==> src/rtl/gtc_pkg.sv <==
package gtc_pkg;

  // Default sizes handed to the top level parameters.
  localparam int MAX_EXONS_DEF = 64;
  localparam int POS_WIDTH_DEF = 32;

  // Depth of the command queue between the front and the back.
  localparam int QDEPTH = 2;
  localparam int QPTR_W = (QDEPTH > 1) ? $clog2(QDEPTH) : 1;
  localparam int QCNT_W = $clog2(QDEPTH + 1);

  // Largest intron distance that still fits a signed 32-bit offset.
  localparam logic [31:0] DIST_LIMIT = 32'h7fff_ffff;

  // Result status codes.
  typedef enum logic [2:0] {
    STAT_OK            = 3'd0,
    STAT_INVALID_ARG   = 3'd1,
    STAT_OUTSIDE       = 3'd2,
    STAT_INVALID_PROJ  = 3'd3,
    STAT_OUT_OF_RANGE  = 3'd4
  } gtc_status_t;

  // Configuration register indexes.
  typedef enum logic [1:0] {
    CFG_TX_START   = 2'd0,
    CFG_TX_END     = 2'd1,
    CFG_STRAND     = 2'd2,
    CFG_EXON_COUNT = 2'd3
  } gtc_cfg_idx_t;

  // Kind of work a queued command asks of the back end.
  typedef enum logic [1:0] {
    CMD_LOAD  = 2'd0,
    CMD_SCAN  = 2'd1,
    CMD_EARLY = 2'd2
  } gtc_kind_t;

  // One queued command. A load carries the four table words in w0..w3;
  // a query carries its masked position in w0.
  typedef struct packed {
    gtc_kind_t   kind;
    gtc_status_t status;
    logic [5:0]  slot;
    logic [31:0] w0;
    logic [31:0] w1;
    logic [31:0] w2;
    logic [31:0] w3;
  } gtc_cmd_t;

  // Configuration the back end needs.
  typedef struct packed {
    logic       rev;
    logic [6:0] cnt;
  } gtc_cfg_t;

  // Back end sequencer states.
  typedef enum logic [2:0] {
    BK_IDLE = 3'd0,
    BK_SCAN = 3'd1,
    BK_DIST = 3'd2,
    BK_PICK = 3'd3,
    BK_EMIT = 3'd4
  } gtc_state_t;

endpackage

==> src/rtl/gtc_front.sv <==
module gtc_front #(
  parameter int MAX_EXONS = gtc_pkg::MAX_EXONS_DEF,
  parameter int POS_WIDTH = gtc_pkg::POS_WIDTH_DEF
) (
  input  logic              clk,
  input  logic              rst_n,
  input  logic              cfg_we,
  input  logic [1:0]        cfg_index,
  input  logic [31:0]       cfg_wdata,
  input  logic              in_valid,
  output logic              in_stall,
  input  logic              in_action,
  input  logic [5:0]        in_exon_slot,
  input  logic [31:0]       in_exon_first_base,
  input  logic [31:0]       in_exon_last_base,
  input  logic [31:0]       in_exon_cdna_first,
  input  logic [31:0]       in_exon_cdna_last,
  input  logic [31:0]       in_query_pos,
  input  logic              q_full,
  output logic              cmd_push,
  output gtc_pkg::gtc_cmd_t cmd,
  output gtc_pkg::gtc_cfg_t cfg
);
  import gtc_pkg::*;

  logic [POS_WIDTH-1:0] ts_r;
  logic [POS_WIDTH-1:0] te_r;
  logic                 rev_r;
  logic [6:0]           cnt_r;

  logic                 accept;
  logic [POS_WIDTH-1:0] pos_m;
  logic                 model_bad;
  logic                 slot_ok;

  // Configuration registers.
  always_ff @(posedge clk) begin
    if (!rst_n) begin
      ts_r  <= '0;
      te_r  <= '0;
      rev_r <= 1'b0;
      cnt_r <= '0;
    end else if (cfg_we) begin
      case (cfg_index)
        CFG_TX_START:   ts_r  <= cfg_wdata[POS_WIDTH-1:0];
        CFG_TX_END:     te_r  <= cfg_wdata[POS_WIDTH-1:0];
        CFG_STRAND:     rev_r <= cfg_wdata[0];
        CFG_EXON_COUNT: cnt_r <= cfg_wdata[6:0];
        default: ;
      endcase
    end
  end

  assign cfg.rev = rev_r;
  assign cfg.cnt = cnt_r;

  // The front takes an item whenever the queue has room.
  assign in_stall = q_full;
  assign accept   = in_valid && !q_full;

  assign pos_m     = in_query_pos[POS_WIDTH-1:0];
  assign model_bad = (cnt_r == 7'd0) || (32'(cnt_r) > 32'(MAX_EXONS)) ||
                     (ts_r == '0) || (te_r < ts_r);
  assign slot_ok   = 32'(in_exon_slot) < 32'(MAX_EXONS);

  // Classify the item: table load, early error, or a query that needs a scan.
  always_comb begin
    cmd.slot   = in_exon_slot;
    cmd.status = STAT_OK;
    if (!in_action) begin
      cmd.kind = CMD_LOAD;
      cmd.w0   = 32'(in_exon_first_base[POS_WIDTH-1:0]);
      cmd.w1   = 32'(in_exon_last_base[POS_WIDTH-1:0]);
      cmd.w2   = in_exon_cdna_first;
      cmd.w3   = in_exon_cdna_last;
      cmd_push = accept && slot_ok;
    end else begin
      cmd.w0   = 32'(pos_m);
      cmd.w1   = '0;
      cmd.w2   = '0;
      cmd.w3   = '0;
      cmd_push = accept;
      if (model_bad || (pos_m == '0)) begin
        cmd.kind   = CMD_EARLY;
        cmd.status = STAT_INVALID_ARG;
      end else if ((pos_m < ts_r) || (pos_m > te_r)) begin
        cmd.kind   = CMD_EARLY;
        cmd.status = STAT_OUTSIDE;
      end else begin
        cmd.kind = CMD_SCAN;
      end
    end
  end

endmodule

==> config.mk <==
export PLATFORM = sky130hd
export DESIGN_NAME = gtc_front
export DESIGN_NICKNAME = d
export VERILOG_FILES = /design/src/rtl/gtc_pkg.sv /design/src/rtl/gtc_front.sv
export SDC_FILE = /design/constraint.sdc
export NUM_CORES = 1
export LEC_CHECK = 0
export ABC_AREA = 1
export BUFFER_PORTS_ARGS = -buffer_cell sky130_fd_sc_hd__buf_2
export CORE_AREA = 5 5 135 137
export CTS_BUF_LIST = sky130_fd_sc_hd__clkbuf_8
export CTS_CLUSTER_SIZE = 16
export DETAILED_ROUTE_END_ITERATION = 8
export DIE_AREA = 0 0 140 142
export PLACE_DENSITY = 0.67
export SLEW_MARGIN = 10
export SYNTH_ARGS = -nofsm -noshare
export SYNTH_HDL_FRONTEND = slang
export SYNTH_SLANG_ARGS = --single-unit
==> constraint.sdc <==
create_clock -name clk -period 2.2 [get_ports clk]
set_input_delay 0.22 -clock clk [delete_from_list [all_inputs] [get_ports clk]]
set_output_delay 0.22 -clock clk [all_outputs]
set_load 0.02 [all_outputs]
## After elaboration in Yosys (flattened, before gate mapping)

Index checks and enable logic that the tools add are counted.

- Input bits: 206
- Memory bits (writable): 0
- Memories kept: 0
- Bits in latches: 0
- Bits in read-only memories: 0
- Logic and storage cells: 32
- Flip-flop bits (word level): 72

- Reduce and logical (&&, ||, !) cells: 15
- $lt $le $gt $ge: 4
- Multiplexer cells: 6
- Equality and inequality tests: 3
- Multiply operators: 0
- $add $sub $neg: 0
- Shift-type cells: 0
- Div/mod/pow operators: 0
- Bitwise operators: 0

Operators with widths:

| cell | count |
|---|---|
| 2-to-1 mux 128 bit | 1 |
| logical NOT 32 bit | 2 |
| < comparator 32 bit | 2 |
| greater-than comparator 32 bit | 1 |
| AND reduction 2 bit | 4 |
| greater-than comparator 7 bit, second input constant | 1 |
| logical NOT 7 bit | 1 |
| 2-to-1 mux 2 bit | 3 |
| logical OR 1 bit | 5 |
| 2-to-1 mux 5 bit | 1 |
| == test 2 bit, second input constant | 2 |
| 2-to-1 mux 3 bit | 1 |
| == test 2 x 1 -> 1 bit, second input constant | 1 |
| logical NOT 2 bit | 1 |
| logical AND 1 bit | 1 |
| logical NOT 1 bit | 1 |

## Logic depth before layout (Yosys ltp)

- Depth in word-level cells: 7
- Gate-level depth with buffers: 17
- Gate-level depth less buffers: 17

## Least setup slack after synthesis

No wires, ideal clock.

- Path kind: reg-to-output
- Start point: register te_r[29]
- End point: output cmd[137] in the netlist's numbering
- Buffers on the path: 0
- Setup slack: 0.431 ns
- Arrival: 1.549 ns
- Stages on the path, launching flop included: 12
- Data required time: 1.980 ns
- Path through: dfxtp_1 inv_1 ha_1 a21oi_1 nor2_1 nor3_1 nand2_1 a21oi_2 nand2_1 nand2_1 nand2_2 nor2_1

RTL lines:

| element | RTL line | source |
|---|---|---|
| from (decl) | gtc_front.sv:27 | `logic [POS_WIDTH-1:0] te_r;` |
| from (signal assigned) | gtc_front.sv:46 | `CFG_TX_END: te_r <= cfg_wdata[POS_WIDTH-1:0];` |
| to (decl) | gtc_front.sv:21 | `output gtc_pkg::gtc_cmd_t cmd,` |

==> results.sh <==
export IMPL_outcome="finished with violations"
export IMPL_violations="setup timing"
export IMPL_yosysSeqAreaShare=0.234
export IMPL_endpoint_kind="primary output"
export IMPL_fin_setup_tns_ns=-0.415
export IMPL_place_area_um2=8020
export IMPL_peakVddDrop_uv=327
export IMPL_cts_tree="done"
export IMPL_path_buf_inv=3
export IMPL_period_share=1.06
export IMPL_area_growth_synth_to_final_pct=49.2
export IMPL_synth_nets=1291
export IMPL_mostFrequentLayoutCells="buf_2 (336), inv_1 (170), nand2_1 (125), nor2_1 (125), a21oi_1 (93)"
export IMPL_layout_min_cycle_time_ns=2.34
export IMPL_hp_class="input port to flop"
export IMPL_fin_skew_ns=0
export IMPL_ioPinCount=355
export IMPL_hold_viol=0
export IMPL_yosysUniqueCellTypes=27
export IMPL_max_stage_delay_ns=0.37
export IMPL_hpwlAfterDp_um=21700
export IMPL_numCtsBuffers=9
export IMPL_drc_errors=0
export IMPL_comb_power_share=0.427
export IMPL_pwr_share_seq=0.338
export IMPL_nNetsFinal=1613
export IMPL_die_h_um=142
export IMPL_worst_slack_ns=-0.135
export IMPL_critPathMaxFanout=3
export IMPL_switching_share=0.402
export IMPL_power_density_nw_per_um2=458
export IMPL_nFillCells=1712
export IMPL_grt_pass1_vias=7173
export IMPL_place_congestion=0.968
export IMPL_crit_family="simple AND/OR/NAND/NOR gates"
export IMPL_finalMaxSlewViolations=0
export IMPL_start_kind="flop"
export IMPL_setup_viol_count_final=4
export IMPL_dieArea_um2=19900
export IMPL_layout_drive_gt1_share=0.439
export IMPL_grt_max_degree=73
export IMPL_design_area_um2=9200
export IMPL_cpMostUsedCell="nand2_1"
export IMPL_crit_type="flop to primary output"
export IMPL_slowest_stage="dfxtp_2"
export IMPL_rsz0062_at_grt="yes"
export IMPL_cts_sinks=72
export IMPL_netlist_instances=991
export IMPL_synth_warnings=0
export IMPL_overflow=0
export IMPL_pwr_share_clk=0.236
export IMPL_critical_path_required_ns=1.98
export IMPL_vias=7386
export IMPL_fmax_ghz=0.428
export IMPL_drv_cap=0
export IMPL_clockBufferDepth=2
export IMPL_syn_area_um2=6160
export IMPL_cts_root_buf="clkbuf_8"
export IMPL_ant_nets=0
export IMPL_grt_pass1_wl_um=39300
export IMPL_synth_seq_cells=72
export IMPL_htreeDepth=3
export IMPL_clkTransAtPathRegs_ns=0.08
export IMPL_rows=48
export IMPL_port_buffers=341
export IMPL_p_sw_w=0.00169
export IMPL_intPower_w=0.00252
export IMPL_antenna_found_initial=6
export IMPL_avgViaCountPerCell=4.78
export IMPL_syn_area_per_cell_um2=6.22
export IMPL_die_w_um=140
export IMPL_leakage_nw=4.91
export IMPL_wl_per_cell_um=17.2
export IMPL_critical_path_arrival_ns=2.12
export IMPL_worstMarginPinSlew_ns=0.501
export IMPL_drt_wl_total_um=26600
export IMPL_grt_usage=0.252
export IMPL_initial_core_util=0.364
export IMPL_whs_ns=0.115
export IMPL_relSlewSlack=0.666
export IMPL_final_common_cell="buf_2"
export IMPL_worstSkewPairLatency_ns=0.37
export IMPL_crit_chain="inv_2 -> ha_4 -> nand2_2 -> nor2_4 -> nand2_1 -> nand2_1 -> nand2_1 -> nand2_2 -> nand2_1 -> nand2_1 -> nand2_2 -> nand2_4 -> inv_2 -> nor2_4 -> buf_6"
export IMPL_coreArea_um2=16900
export IMPL_drt_iter0_markers=270
export IMPL_drt_first_pass_iters=6
Yosys cell counts, drive strengths merged:
library cell | number | area [um2]
inv | 213 | 800
nand2 | 159 | 609
nor2 | 139 | 532
a21oi | 116 | 584
o21ai | 102 | 510
ha | 94 | 1180
dfxtp | 72 | 1440
clkbuf | 25 | 93.8
buf | 23 | 140
nand3 | 15 | 75.1
nand4 | 14 | 87.6
nor3 | 9 | 50.1
nor4 | 3 | 18.8
o21a | 2 | 15.0
a21o | 1 | 7.51
clkinv | 1 | 3.75
conb | 1 | 3.75
nand3b | 1 | 7.51
xor2 | 1 | 8.76
stage by stage:
step / std cells / power, W / worst slack [ns] / utilization
finish: 1546 / 0.00421 / -0.135 / 0.543
detailed placement: 1516 / 0.00295 / 0.144 / 0.474
floorplan: 991 / 0.00236 / 0.431 / -
global route: 1544 / 0.00448 / -0.246 / 0.543
CTS: 1537 / 0.00406 / -0.104 / 0.511
global placement: 1516 / 0.00293 / 0.168 / 0.474
kinds of logic after synthesis:
logic type / share of synthesized area
buffers and inverters: 0.168
other: 0.000608
AND/OR/NAND/NOR: 0.224
AO/OA/AOI/OAI: 0.181
flip-flops: 0.234
adder cells (fa/ha/maj): 0.191
XOR/XNOR: 0.00142
tightest hold or removal path, stage by stage:
cell and delay, ns:
buf_2 0.09, o21ai_1 0.06, a21oi_1 0.09
layout make-up:
| class | instances | area [um2] | area share |
|---|---|---|---|
| timing repair buffer | 359 | 1920 | 0.209 |
| multi-input combinational | 657 | 4500 | 0.490 |
| tap | 225 | 282 | 0.0306 |
| clock inverter | 6 | 36.3 | 0.00394 |
| antenna | 3 | 7.51 | 0.000816 |
| inverter | 214 | 821 | 0.0892 |
| sequential | 72 | 1490 | 0.162 |
| clock buffer | 10 | 138 | 0.0150 |
worst paths after layout:
kind | startpoint | end | slack, ns | cells past startpoint
worst max register to register | te_r[3] | te_r[3] | 1.34 | 4
worst min register to register | rev_r | rev_r | 0.45 | 2
worst min-delay path | cfg_wdata[23] | ts_r[23] | 0.12 | 3
worst max-delay path | te_r[5] | cmd[135] | -0.14 | 15
registers in the layout, summed over array words and instances (netlist names):
name,count
rev_r,1
ts_r,32
te_r,32
cnt_r,7
power by group through the flow:
stage,clock network [W],logic [W],registers (W)
3_5_place_dp,0,0.00151,0.00143
6_report,0.000992,0.00180,0.00142
3_3_place_gp,0,0.00150,0.00143
5_1_grt,0.00106,0.00199,0.00143
2_1_floorplan,0,0.000922,0.00143
4_1_cts,0.00100,0.00164,0.00141
layer usage:
layer / global-route usage / part of all wire / vias to the layer above
met2: 0.457 / 0.51 / 247
li1: - / - / 3768
met3: 0.0514 / 0.060 / 49
met5: 0 / 0.0017 / -
met1: 0.299 / 0.40 / 3316
met4: 0.0806 / 0.026 / 6
what timing repair did:
action,CTS,global route
pin swaps,40,39
setup buffers,5,6
gates resized for setup,109,96
hold buffers,0,0
endpoints found under the setup margin,4,4
Power figures use the tool's default switching activity.
