<file path="src/rtl/gtc_pkg.sv">
package gtc_pkg;

  // Default sizes handed to the top level parameters.
  localparam int MAX_EXONS_DEF = 64;
  localparam int POS_WIDTH_DEF = 32;

  // Depth of the command queue between the front and the back.
  localparam int QDEPTH = 2;
  localparam int QPTR_W = (QDEPTH > 1) ? $clog2(QDEPTH) : 1;
  localparam int QCNT_W = $clog2(QDEPTH + 1);

  // Largest intron distance that still fits a signed 32-bit offset.
  localparam logic [31:0] DIST_LIMIT = 32'h7fff_ffff;

  // Result status codes.
  typedef enum logic [2:0] {
    STAT_OK            = 3'd0,
    STAT_INVALID_ARG   = 3'd1,
    STAT_OUTSIDE       = 3'd2,
    STAT_INVALID_PROJ  = 3'd3,
    STAT_OUT_OF_RANGE  = 3'd4
  } gtc_status_t;

  // Configuration register indexes.
  typedef enum logic [1:0] {
    CFG_TX_START   = 2'd0,
    CFG_TX_END     = 2'd1,
    CFG_STRAND     = 2'd2,
    CFG_EXON_COUNT = 2'd3
  } gtc_cfg_idx_t;

  // Kind of work a queued command asks of the back end.
  typedef enum logic [1:0] {
    CMD_LOAD  = 2'd0,
    CMD_SCAN  = 2'd1,
    CMD_EARLY = 2'd2
  } gtc_kind_t;

  // One queued command. A load carries the four table words in w0..w3;
  // a query carries its masked position in w0.
  typedef struct packed {
    gtc_kind_t   kind;
    gtc_status_t status;
    logic [5:0]  slot;
    logic [31:0] w0;
    logic [31:0] w1;
    logic [31:0] w2;
    logic [31:0] w3;
  } gtc_cmd_t;

  // Configuration the back end needs.
  typedef struct packed {
    logic       rev;
    logic [6:0] cnt;
  } gtc_cfg_t;

  // Back end sequencer states.
  typedef enum logic [2:0] {
    BK_IDLE = 3'd0,
    BK_SCAN = 3'd1,
    BK_DIST = 3'd2,
    BK_PICK = 3'd3,
    BK_EMIT = 3'd4
  } gtc_state_t;

endpackage

</file>
<file path="src/rtl/gtc_fifo.sv">
module gtc_fifo (
  input  logic              clk,
  input  logic              rst_n,
  input  logic              push,
  input  gtc_pkg::gtc_cmd_t wr_data,
  output logic              full,
  input  logic              pop,
  output logic              rd_valid,
  output gtc_pkg::gtc_cmd_t rd_data
);
  import gtc_pkg::*;

  gtc_cmd_t           entry_r [QDEPTH];
  logic [QPTR_W-1:0]  wr_ptr_r;
  logic [QPTR_W-1:0]  rd_ptr_r;
  logic [QCNT_W-1:0]  count_r;

  assign full     = (count_r == QCNT_W'(QDEPTH));
  assign rd_valid = (count_r != '0);
  assign rd_data  = entry_r[rd_ptr_r];

  // Queue payload.
  always_ff @(posedge clk) begin
    if (push) begin
      entry_r[wr_ptr_r] <= wr_data;
    end
  end

  // Pointers and fill count.
  always_ff @(posedge clk) begin
    if (!rst_n) begin
      wr_ptr_r <= '0;
      rd_ptr_r <= '0;
      count_r  <= '0;
    end else begin
      if (push) begin
        wr_ptr_r <= wr_ptr_r + 1'b1;
      end
      if (pop) begin
        rd_ptr_r <= rd_ptr_r + 1'b1;
      end
      if (push && !pop) begin
        count_r <= count_r + 1'b1;
      end else if (pop && !push) begin
        count_r <= count_r - 1'b1;
      end
    end
  end

endmodule

</file>
<file path="config.mk">
export PLATFORM = sky130hd
export DESIGN_NAME = gtc_fifo
export DESIGN_NICKNAME = d
export VERILOG_FILES = /design/src/rtl/gtc_pkg.sv /design/src/rtl/gtc_fifo.sv
export SDC_FILE = /design/constraint.sdc
export NUM_CORES = 1
export LEC_CHECK = 0
export BUFFER_PORTS_ARGS = -buffer_cell sky130_fd_sc_hd__clkbuf_2
export CAP_MARGIN = 20
export CORE_ASPECT_RATIO = 0.75
export CORE_MARGIN = 4
export CORE_UTILIZATION = 52
export DETAILED_ROUTE_END_ITERATION = 16
export GPL_ROUTABILITY_DRIVEN = 1
export HOLD_SLACK_MARGIN = 0.02
export PLACE_DENSITY = 0.81
export SKIP_LAST_GASP = 1
export SYNTH_ARGS = -nofsm -noshare
export SYNTH_HDL_FRONTEND = slang
export SYNTH_SLANG_ARGS = --single-unit
</file>
<file path="constraint.sdc">
create_clock -name clk -period 10.9 [get_ports clk]
set_input_delay 2.18 -clock clk [delete_from_list [all_inputs] [get_ports clk]]
set_output_delay 2.18 -clock clk [all_outputs]
set_load 0.05 [all_outputs]
</file>
# [Word-level counts from Yosys, hierarchy flattened]
# Memories as Yosys holds them, arrays and structs flattened. A register that Yosys moved wholly into a read port is not among the register bits.
# Index checks and enable logic that the tools add are counted.
# W data, S select, Z words.
[classes] n_addsub=4 n_eq_ne=1 n_mux=6 n_reduce_logical=6
[ops] operator="$mux W1" n=4
[ops] operator="$mux W2" n=2
[ops] operator="$reduce_bool A2 Y1" n=2
[ops] operator="$add A1 B1 Y1 const B" n=2
[ops] operator="$add A2 B1 Y2 const B" n=1
[ops] operator="$eq A2 B2 Y1 const B" n=1
[ops] operator="$logic_and A1 B1 Y1" n=2
[ops] operator="$logic_not A1 Y1" n=2
[ops] operator="$sub A2 B1 Y2 const B" n=1
[totals] ff_bits=4 ram_bits=278 inputBits=143 output_inout_bits=141 wordCells=21 mem_count=1
[memory_table] memory="entry_r" words=2 word_bits=139 rd=1 rd_ports_with_merged_regs=1 write_ports=1 line="gtc_fifo.sv:13" text="gtc_cmd_t entry_r [QDEPTH];"

# [Longest topological paths before layout]
# Gate-level depths: netlist (run 1).
[depth] word_depth=4 depth_mapped=5

# [Worst setup path after synthesis (run 1)]
# Ideal clock, no wire load.
[synth_timing] kind="input -> register" startpoint="input push" endpoint="memory entry_r[0][0] (netlist name) (enable)" setup_ps=656 arrival_time_ps=8229 required_time_ps=10244 path_slack_ps=2015 stages=1 n_path_buf=0 path_cell_list="nor2b_1"
[synth_between] elab_chain_cells=2
[synth_lines] item="start: declaration" line="gtc_fifo.sv:4" text="input logic push,"
[synth_lines] item="$mux W1" line="gtc_fifo.sv:24" text="if (push) begin"
[synth_lines] item="$mux W1 (implied by the code)" line="gtc_fifo.sv:25" text="entry_r[wr_ptr_r] <= wr_data;"
[synth_lines] item="end: declaration" line="gtc_fifo.sv:13"
# Every way passes these cells.

==> results of run 1 <==
-- synthesized netlist by cell type --
cell type  number  area share, %
inv_1           1          0.036
or2_2           1          0.061
a21boi_0        1          0.073
mux2_2        139             15
edfxtp_1      278             81
buf_4           2           0.15
and2b_2         1          0.085
and2_1          4           0.24
or3_1           1          0.061
xnor2_1         1          0.085
nor2b_1         2           0.12
o21a_1          1          0.073
o21ai_0         1          0.049
xor2_1          2           0.17
buf_6          11            1.2
buf_2           2          0.097
dfxtp_1         5           0.97
ha_1            1           0.12
-- worst max-delay path: stages (launching register included) --
cell and delay (ps):
dfxtp_4 830, buf_4 850, mux2_2 430, clkbuf_2 250
-- final cells by class --
| cell class | count | area share, % |
|---|---|---|
| inverters | 1 | 0.0295 |
| clock inverters | 4 | 0.334 |
| well taps | 253 | 2.48 |
| repair buffers | 287 | 11.4 |
| clock buffers | 41 | 6.19 |
| multi-input cells | 155 | 13.3 |
| flip-flops and latches | 283 | 66.3 |
-- power groups by stage --
stage / clock network (uW) / logic (uW) / registers [uW]
final: 868 / 397 / 1280
after global routing: 946 / 416 / 1290
after CTS: 892 / 401 / 1280
after detailed placement: 0 / 399 / 1300
after global placement: 0 / 393 / 1300
after floorplan: 0 / 311 / 1300
-- final timing paths --
kind	slack [ps]	end
worst max-delay path	5640	rd_data[5]
worst min-delay path	510	count_r[1]
worst max register to register	8400	entry_r[1][41]
worst min register to register	510	count_r[1]
-- through the flow --
stage                     instance area (um2)  total power [uW]  hold slack (ps)  util (%)
after detailed placement                11900              1700              505      61.5
final                                   12700              2550              514      65.8
after global routing                    12700              2650              542      65.8
after global placement                  11900              1690              483      61.5
after CTS                               12700              2570              515      65.8
after floorplan                         10300              1610              468         -
-- logic make-up after synthesis --
family          Yosys count  share of synthesized area (%)
flops                   283                           82.2
mux                     139                           15.2
buf+inv                  16                           1.48
simple gates              9                          0.572
compound gates            3                          0.195
xor+xnor                  3                          0.256
fa+ha+maj                 1                          0.122
-- metal layers --
metal | GRT usage, % | vias to the layer above
li1 | - | 2406
met1 | 23.0 | 2614
met2 | 30.2 | 232
met3 | 4.63 | 28
met4 | 3.76 | 0
met5 | 0 | -
-- state kept, by name, indices dropped and copies added (netlist names), named ones only --
signal	cells
entry_r	278
count_r	2
rd_ptr_r	1
wr_ptr_r	1
-- placed cells by master, fill, tap and decap left out --
cell and count:
and2b_2 1, edfxtp_1 278, clkinv_1 2, or3_1 1, inv_1 1, xor2_1 2
a21boi_0 1, clkbuf_2 283, ha_1 1, clkbuf_1 8, nor2b_4 1, o21a_1 1
buf_4 4, clkinv_2 1, xnor2_1 1, o21ai_0 1, clkbuf_8 6, and2_1 3
bufinv_16 1, dfxtp_4 1, dfxtp_1 4, or2_2 1, mux2_2 139, clkbuf_16 27
nor2b_1 1, and2_4 1
==> results_dict.tcl, run 1 <==
set metrics [dict create \
    status "finished, final reports clean" \
    dp_slack_ps 6200 \
    drive_above_1_share_pct 60.4 \
    grt_setup_unrepaired "false" \
    drt-initial-drc-count 382 \
    cts_setup_buffers 0 \
    n_fill_cell 1271 \
    worst_slack_ps 5640 \
    io_pins 284 \
    final_nets 899 \
    peakVddDrop_mv 0.188 \
    track_usage_pct 17.6 \
    reg2regPathDepth 2 \
    avgViaCountPerCell 5.16 \
    clock-root-buffer "clkbuf_16" \
    hold_viol 0 \
    drv_cap 0 \
    cts.htree.levels 1 \
    cts_resized 0 \
    met1_length_um 8030 \
    slew_viol_final 0 \
    hp-class "register to register" \
    holdCritStartpoint "count_r[1]" \
    critPathKind "register to output pin" \
    syn_area_um2 10300 \
    io_buffers 283 \
    dp_cells 979 \
    syn_nets 598 \
    gp_congestion 0.804 \
    wl_met3_um 1770 \
    p_int_uw 1890 \
    fin_skew_ps 5.37 \
    critPathArrivalTime_ps 3080 \
    fmax_mhz 190 \
    die_area_um2 22100 \
    ys_types 18 \
    antenna_found_initial 0 \
    vias 5280 \
    synth_seq_area_share_pct 82.2 \
    path_clk_slew_ps 60 \
    finalSetupViolations 0 \
    cp.required_ps 8720 \
    route.detailed.drc 0 \
    dp_hpwl_um 13600 \
    switching_power_uw 661 \
    grt_pass1_wl_um 30500 \
    slew_headroom_pct 28.8 \
    initial_core_util_pct 53.1 \
    drt_first_pass_iters 4 \
    p_sw_share_pct 25.9 \
    register_area_um2 8450 \
    regToRegStartpoint "wr_ptr_r" \
    leakagePower_uw 0.00484 \
    start_kind "register" \
    tns_ps 0 \
    wl_met2_um 9920 \
    p_seq_share_pct 50.3 \
    cts_hold_buffers 0 \
    ys_ff_latch 283 \
    multi_input_area_um2 1690 \
    path_max_fanout 82 \
    worst_slew_pin_slew_ps 1070 \
    synthCells 454 \
    pwr-share-clk_pct 34.1 \
    period_needed_ps 5260 \
    die_h_um 130 \
    clock_sinks 283 \
    cts_tree "built" \
    grt_max_degree 83 \
    fin_crit_sh_pct 48.2 \
    hold_depth 2 \
    top_layer_used "met4" \
    power_density_nw_per_um2 200 \
    wl_per_cell_um 19.6 \
    flow.area_growth_from_synthesis_pct 23.9 \
    cts_buffers 27 \
    diodes 0 \
    postSynthAreaPerCell_um2 22.7 \
    die_w_um 170 \
    core-area_um2 19400 \
    fin_cells 1024 \
    combPwrFrac_pct 15.6 \
    globalRouteOverflowTotal 0 \
    end_kind "output pin" \
    yosys_warnings 0 \
    grt_pass1_vias 5670 \
    insertion_delay_ps 510 \
    ant_nets 0 \
    cts_buffer_depth 3 \
    std_cell_rows 44 \
    drt_wl_total_um 20100 \
]
Power figures use the tool's default switching activity.
==> run 2: changes to the inputs <==
--- a/config.mk
+++ b/config.mk
@@ -9,11 +9,11 @@
 export CAP_MARGIN = 20
 export CORE_ASPECT_RATIO = 0.75
 export CORE_MARGIN = 4
-export CORE_UTILIZATION = 52
+export CORE_UTILIZATION = 47
 export DETAILED_ROUTE_END_ITERATION = 16
 export GPL_ROUTABILITY_DRIVEN = 1
 export HOLD_SLACK_MARGIN = 0.02
-export PLACE_DENSITY = 0.81
+export PLACE_DENSITY = 0.78
 export SKIP_LAST_GASP = 1
 export SYNTH_ARGS = -nofsm -noshare
 export SYNTH_HDL_FRONTEND = slang
==> constraint.sdc (replaced) <==
create_clock -name clk -period 4.8 [get_ports clk]
set_input_delay 0.96 -clock clk [delete_from_list [all_inputs] [get_ports clk]]
set_output_delay 0.96 -clock clk [all_outputs]
set_load 0.05 [all_outputs]
==> run 2 against run 1 <==
- sequential cell count unchanged
- first-iteration DRC count increased by 3.4%
- critical path depth unchanged
- clock power increased by 120%
- final area increased by 0.60%
- largest power group unchanged
- core utilization decreased by 5.7 points
- combinational power increased by 130%
==> results_dict.tcl, run 2 (same netlist as run 1, synthesis figures left out) <==
set metrics [dict create \
    leakagePower_uw 0.00484 \
    final_nets 900 \
    final_common_cell "clkbuf_2" \
    tns_ps 0 \
    drt_first_pass_iters 4 \
    std_cell_rows 46 \
    rr_endpoint "entry_r[0][83]" \
    wl_per_cell_um 18.0 \
    finalPower_uw 5750 \
    clock-root-buffer "clkbuf_16" \
    peakVddDrop_mv 0.302 \
    hold_viol 0 \
    multi_input_area_um2 1690 \
    slew_viol_final 0 \
    cts_tree "built" \
    slowest_delay_ps 540 \
    slowest_stage "dfxtp_4" \
    critPathArrivalTime_ps 2240 \
    hold_depth 2 \
    fin_cells 1066 \
    drive_above_1_share_pct 59.9 \
    route.detailed.drc 0 \
    top_regs "entry_r (278), count_r (2)" \
    r2r_setup_slack_ps 2870 \
    slew_headroom_pct 33.9 \
    reg2regPathDepth 2 \
    clock_sinks 283 \
    die_w_um 179 \
    avgViaCountPerCell 4.88 \
    antenna_found_initial 0 \
    grt_max_degree 140 \
    fin_crit_sh_pct 66.6 \
    grt_pass1_vias 5476 \
    final_cell_mix "clkbuf_2 (283), edfxtp_1 (278), mux2_2 (139), clkbuf_16 (29), clkbuf_1 (12)" \
    path_clk_slew_ps 60 \
    crit_family "buffers and inverters" \
    fmax_mhz 313 \
    core-area_um2 21400 \
    worst_slew_pin_slew_ps 992 \
    cts_resized 0 \
    gp_congestion 0.726 \
    regToRegStartpoint "wr_ptr_r" \
    insertion_delay_ps 520 \
    die_h_um 136 \
    drt-initial-drc-count 395 \
    ant_nets 0 \
    drt_wl_total_um 19200 \
    grt_setup_unrepaired "false" \
    cts_hold_buffers 0 \
    cts_buffers 28 \
    track_usage_pct 15.1 \
    largest_register_ffs 278 \
    io_pins 284 \
    vias 5200 \
    min_to "count_r[1]" \
    holdCritStartpoint "count_r[1]" \
    cts.htree.levels 1 \
    status "finished, final reports clean" \
    finalSetupViolations 0 \
    register_area_um2 8450 \
    cts_setup_buffers 0 \
    power_density_nw_per_um2 448 \
    cp.required_ps 3840 \
    grt_pass1_wl_um 28700 \
    diodes 0 \
    die_area_um2 24300 \
    regMostFlops "entry_r" \
    cts_buffer_depth 3 \
    period_needed_ps 3200 \
    path_max_fanout 40 \
    critical_path.cell_chain "buf_4, mux2_2, clkbuf_2" \
    start_kind "register" \
    io_buffers 283 \
    globalRouteOverflowTotal 0 \
    flow.area_growth_from_synthesis_pct 24.6 \
    fin_skew_ps 9.92 \
    dp_cells 1014 \
    initial_core_util_pct 48.2 \
    hp-class "register to register" \
    drv_cap 0 \
    crit_buf_inv 2 \
    dp_hpwl_um 12600 \
    n_fill_cell 1592 \
    end_kind "output pin" \
    critPathKind "register to output pin" \
]
[run 2: cell types whose count changed in the layout (fill, tap and decap cells not counted), sizes merged]
cell | before | now
clkinv | 3 | 10
bufinv | 1 | 0
clkinvlp | 0 | 1
[run 2: worst max-delay path by stage]
stage / start / to / slack (ps) / depth (start not counted)
2_1_floorplan: push / entry_r[1][0] / 160 / 1
3_3_place_gp: push / entry_r[0][76] / 2150 / 3
6_report: register / rd_data[71] / 1600 / 3
3_5_place_dp: push / entry_r[0][95] / 2100 / 3
4_1_cts: register / rd_data[69] / 1570 / 3
5_1_grt: register / rd_data[69] / 1490 / 3
[run 2: metal layers]
metal / wire length, um / global-route usage [%] / vias to the layer above
met2: 9110 / 24.3 / 203
met5: 0 / 0 / -
met1: 7570 / 19.4 / 2530
met3: 1930 / 5.37 / 42
li1: - / - / 2425
met4: 554 / 4.56 / 0
[run 2: final cells by class]
class / instances / area share [%]
Clock buffer: 41 / 6.01
Inverter: 1 / 0.0293
Timing Repair Buffer: 287 / 11.6
Tap cell: 288 / 2.81
Multi-Input combinational cell: 155 / 13.2
Clock inverter: 11 / 0.429
Sequential cell: 283 / 65.9
[run 2: worst min-delay path: stages (launching register included)]
cell and delay (ps):
dfxtp_1 320, o21ai_0 70, a21boi_0 80
[run 2: metrics by stage]
stage | cell area (um2) | hold slack [ps] | utilization, % | setup WS (ps)
2_1_floorplan | 10300 | 468 | - | 164
3_3_place_gp | 12000 | 489 | 56.2 | 2150
3_5_place_dp | 12000 | 509 | 56.2 | 2100
4_1_cts | 12800 | 518 | 60.0 | 1570
5_1_grt | 12800 | 551 | 60.0 | 1490
6_report | 12800 | 519 | 60.0 | 1600
[run 2: where the power goes]
group	total, uW	switching (uW)	internal, uW
clock network	1940	832	1110
registers	2890	35.6	2860
logic	912	657	255
==> run 3: changes to the inputs <==
==> constraint.sdc (replaced) <==
create_clock -name clk -period 2.9 [get_ports clk]
set_input_delay 0.58 -clock clk [delete_from_list [all_inputs] [get_ports clk]]
set_output_delay 0.58 -clock clk [all_outputs]
set_load 0.05 [all_outputs]
==> run 3 against run 2 <==
- core utilization rose by 0.28 points
- clock skew rose by 3.1 ps
- hold slack got worse by 270 ps
- final area rose by 0.47%
- critical endpoint is now rd_data[70]
- non-clock buffer count rose by 2
- global-route usage rose by 0.21 points
- sequential share of layout area fell by 0.31 points
- total power rose by 66%
- register-to-register slack got worse by 1600 ps
==> results_dict.tcl, run 3 (same netlist as run 1, synthesis figures left out) <==
set metrics [dict create \
    status "finished, final reports clean" \
    std_cell_rows 46 \
    io_pins 284 \
    path_max_fanout 81 \
    grt_max_degree 82 \
    n_fill_cell 1583 \
    ant_nets 0 \
    globalRouteOverflowTotal 0 \
    dp_cells 1016 \
    cts_tree "built" \
    track_usage_pct 15.3 \
    core-area_um2 21400 \
    critPathArrivalTime_ps 1970 \
    drt_first_pass_iters 4 \
    hp-class "input pin to register" \
    combPwrFrac_pct 16.1 \
    cts_resized 0 \
    grt_pass1_vias 5488 \
    fin_skew_ps 13.0 \
    clock-root-buffer "clkbuf_16" \
    grt_setup_unrepaired "false" \
    io_buffers 283 \
    avgViaCountPerCell 4.89 \
    place_area_um2 12000 \
    start_kind "register" \
    p_int_uw 7060 \
    largest_register_ffs 278 \
    drive_above_1_share_pct 60.5 \
    fin_cells 1065 \
    postLayoutCellArea_um2 12900 \
    flow.area_growth_from_synthesis_pct 25.2 \
    top_regs "entry_r (278), count_r (2)" \
    dp_hpwl_um 12900 \
    final_cell_mix "clkbuf_2 (283), edfxtp_1 (278), mux2_2 (139), clkbuf_16 (27), clkbuf_1 (7)" \
    tns_ps 0 \
    gp_congestion 0.713 \
    cp.required_ps 2320 \
    drt-initial-drc-count 259 \
    initial_core_util_pct 48.2 \
    wl_per_cell_um 18.1 \
    end_kind "output pin" \
    register_area_um2 8450 \
    die_w_um 179 \
    die_h_um 136 \
    cts_buffer_depth 3 \
    final_nets 901 \
    fin_crit_sh_pct 87.9 \
    finalSetupViolations 0 \
    antenna_found_initial 1 \
    peakVddDrop_mv 0.624 \
    hold_viol 0 \
    grt_pass1_wl_um 29100 \
    slew_headroom_pct 68.1 \
    fmax_mhz 392 \
    critPathKind "register to output pin" \
    p_sw_share_pct 26.2 \
    final_common_cell "clkbuf_2" \
    drv_cap 0 \
    insertion_delay_ps 510 \
    die_area_um2 24300 \
    leakagePower_uw 0.00487 \
    route.detailed.drc 0 \
    vias 5208 \
    switching_power_uw 2510 \
    cts_buffers 27 \
    regMostFlops "entry_r" \
    path_clk_slew_ps 60 \
    pwr-share-clk_pct 34.0 \
    fin_util_pct 60.3 \
    worst_slew_pin_slew_ps 478 \
    cts.htree.levels 1 \
    power_density_nw_per_um2 743 \
    period_needed_ps 2550 \
    cts_hold_buffers 0 \
    diodes 0 \
    p_seq_share_pct 49.9 \
    slew_viol_final 0 \
    multi_input_area_um2 1690 \
    drt_wl_total_um 19300 \
    clock_sinks 283 \
    cts_setup_buffers 0 \
]
run 3: changes by cell type in the layout (fill, tap and decap cells not counted), sizes merged:
| cell | before | now |
|---|---|---|
| buf | 4 | 6 |
| clkinv | 10 | 9 |
| clkbuf | 324 | 321 |
| bufinv | 0 | 1 |
run 3: cell type report:
class / instances / share of cell area (%)
clock buffers: 38 / 5.88
clock inverters: 11 / 0.593
inverters: 1 / 0.0291
multi-input cells: 155 / 13.1
flip-flops and latches: 283 / 65.6
well taps: 288 / 2.80
repair buffers: 289 / 11.9
run 3: per-stage QoR:
stage          setup WS [ps]  total power (uW)  hold slack [ps]
2_1_floorplan           -211              6030              468
3_5_place_dp             899              6410              514
6_report                 350              9570              252
4_1_cts                  330              9690              222
3_3_place_gp             909              6390              497
5_1_grt                  261              9980              222
run 3: path summary, 6_finish.rpt:
check | slack [ps] | depth (start not counted) | from | to
hold reg to reg | 540 | 2 | count_r[1] | count_r[1]
setup reg to reg | 1310 | 2 | wr_ptr_r | entry_r[1][128]
setup / recovery | 350 | 3 | register | rd_data[70]
hold / removal | 250 | 1 | wr_data[117] | entry_r[0][117]
run 3: critical path: stages, from the launching register on:
cell and delay (ps):
dfxtp_4 370, buf_12 330, mux2_2 410, clkbuf_2 240
run 3: layer usage:
layer | vias to the layer above | track usage (%) | share of wire (%) | routed length [um]
li1 | 2421 | - | - | -
met1 | 2534 | 21.2 | 42 | 8040
met2 | 215 | 24.1 | 46 | 8960
met3 | 36 | 4.61 | 9.5 | 1830
met4 | 2 | 3.66 | 2.3 | 452
met5 | - | 0 | 0.062 | 12
run 3: power groups by stage:
stage / logic, uW / clock network, uW / registers [uW]
global placement: 1530 / 0 / 4850
finish: 1540 / 3250 / 4780
floorplan: 1170 / 0 / 4860
CTS: 1560 / 3350 / 4780
detailed placement: 1550 / 0 / 4860
global route: 1620 / 3570 / 4790
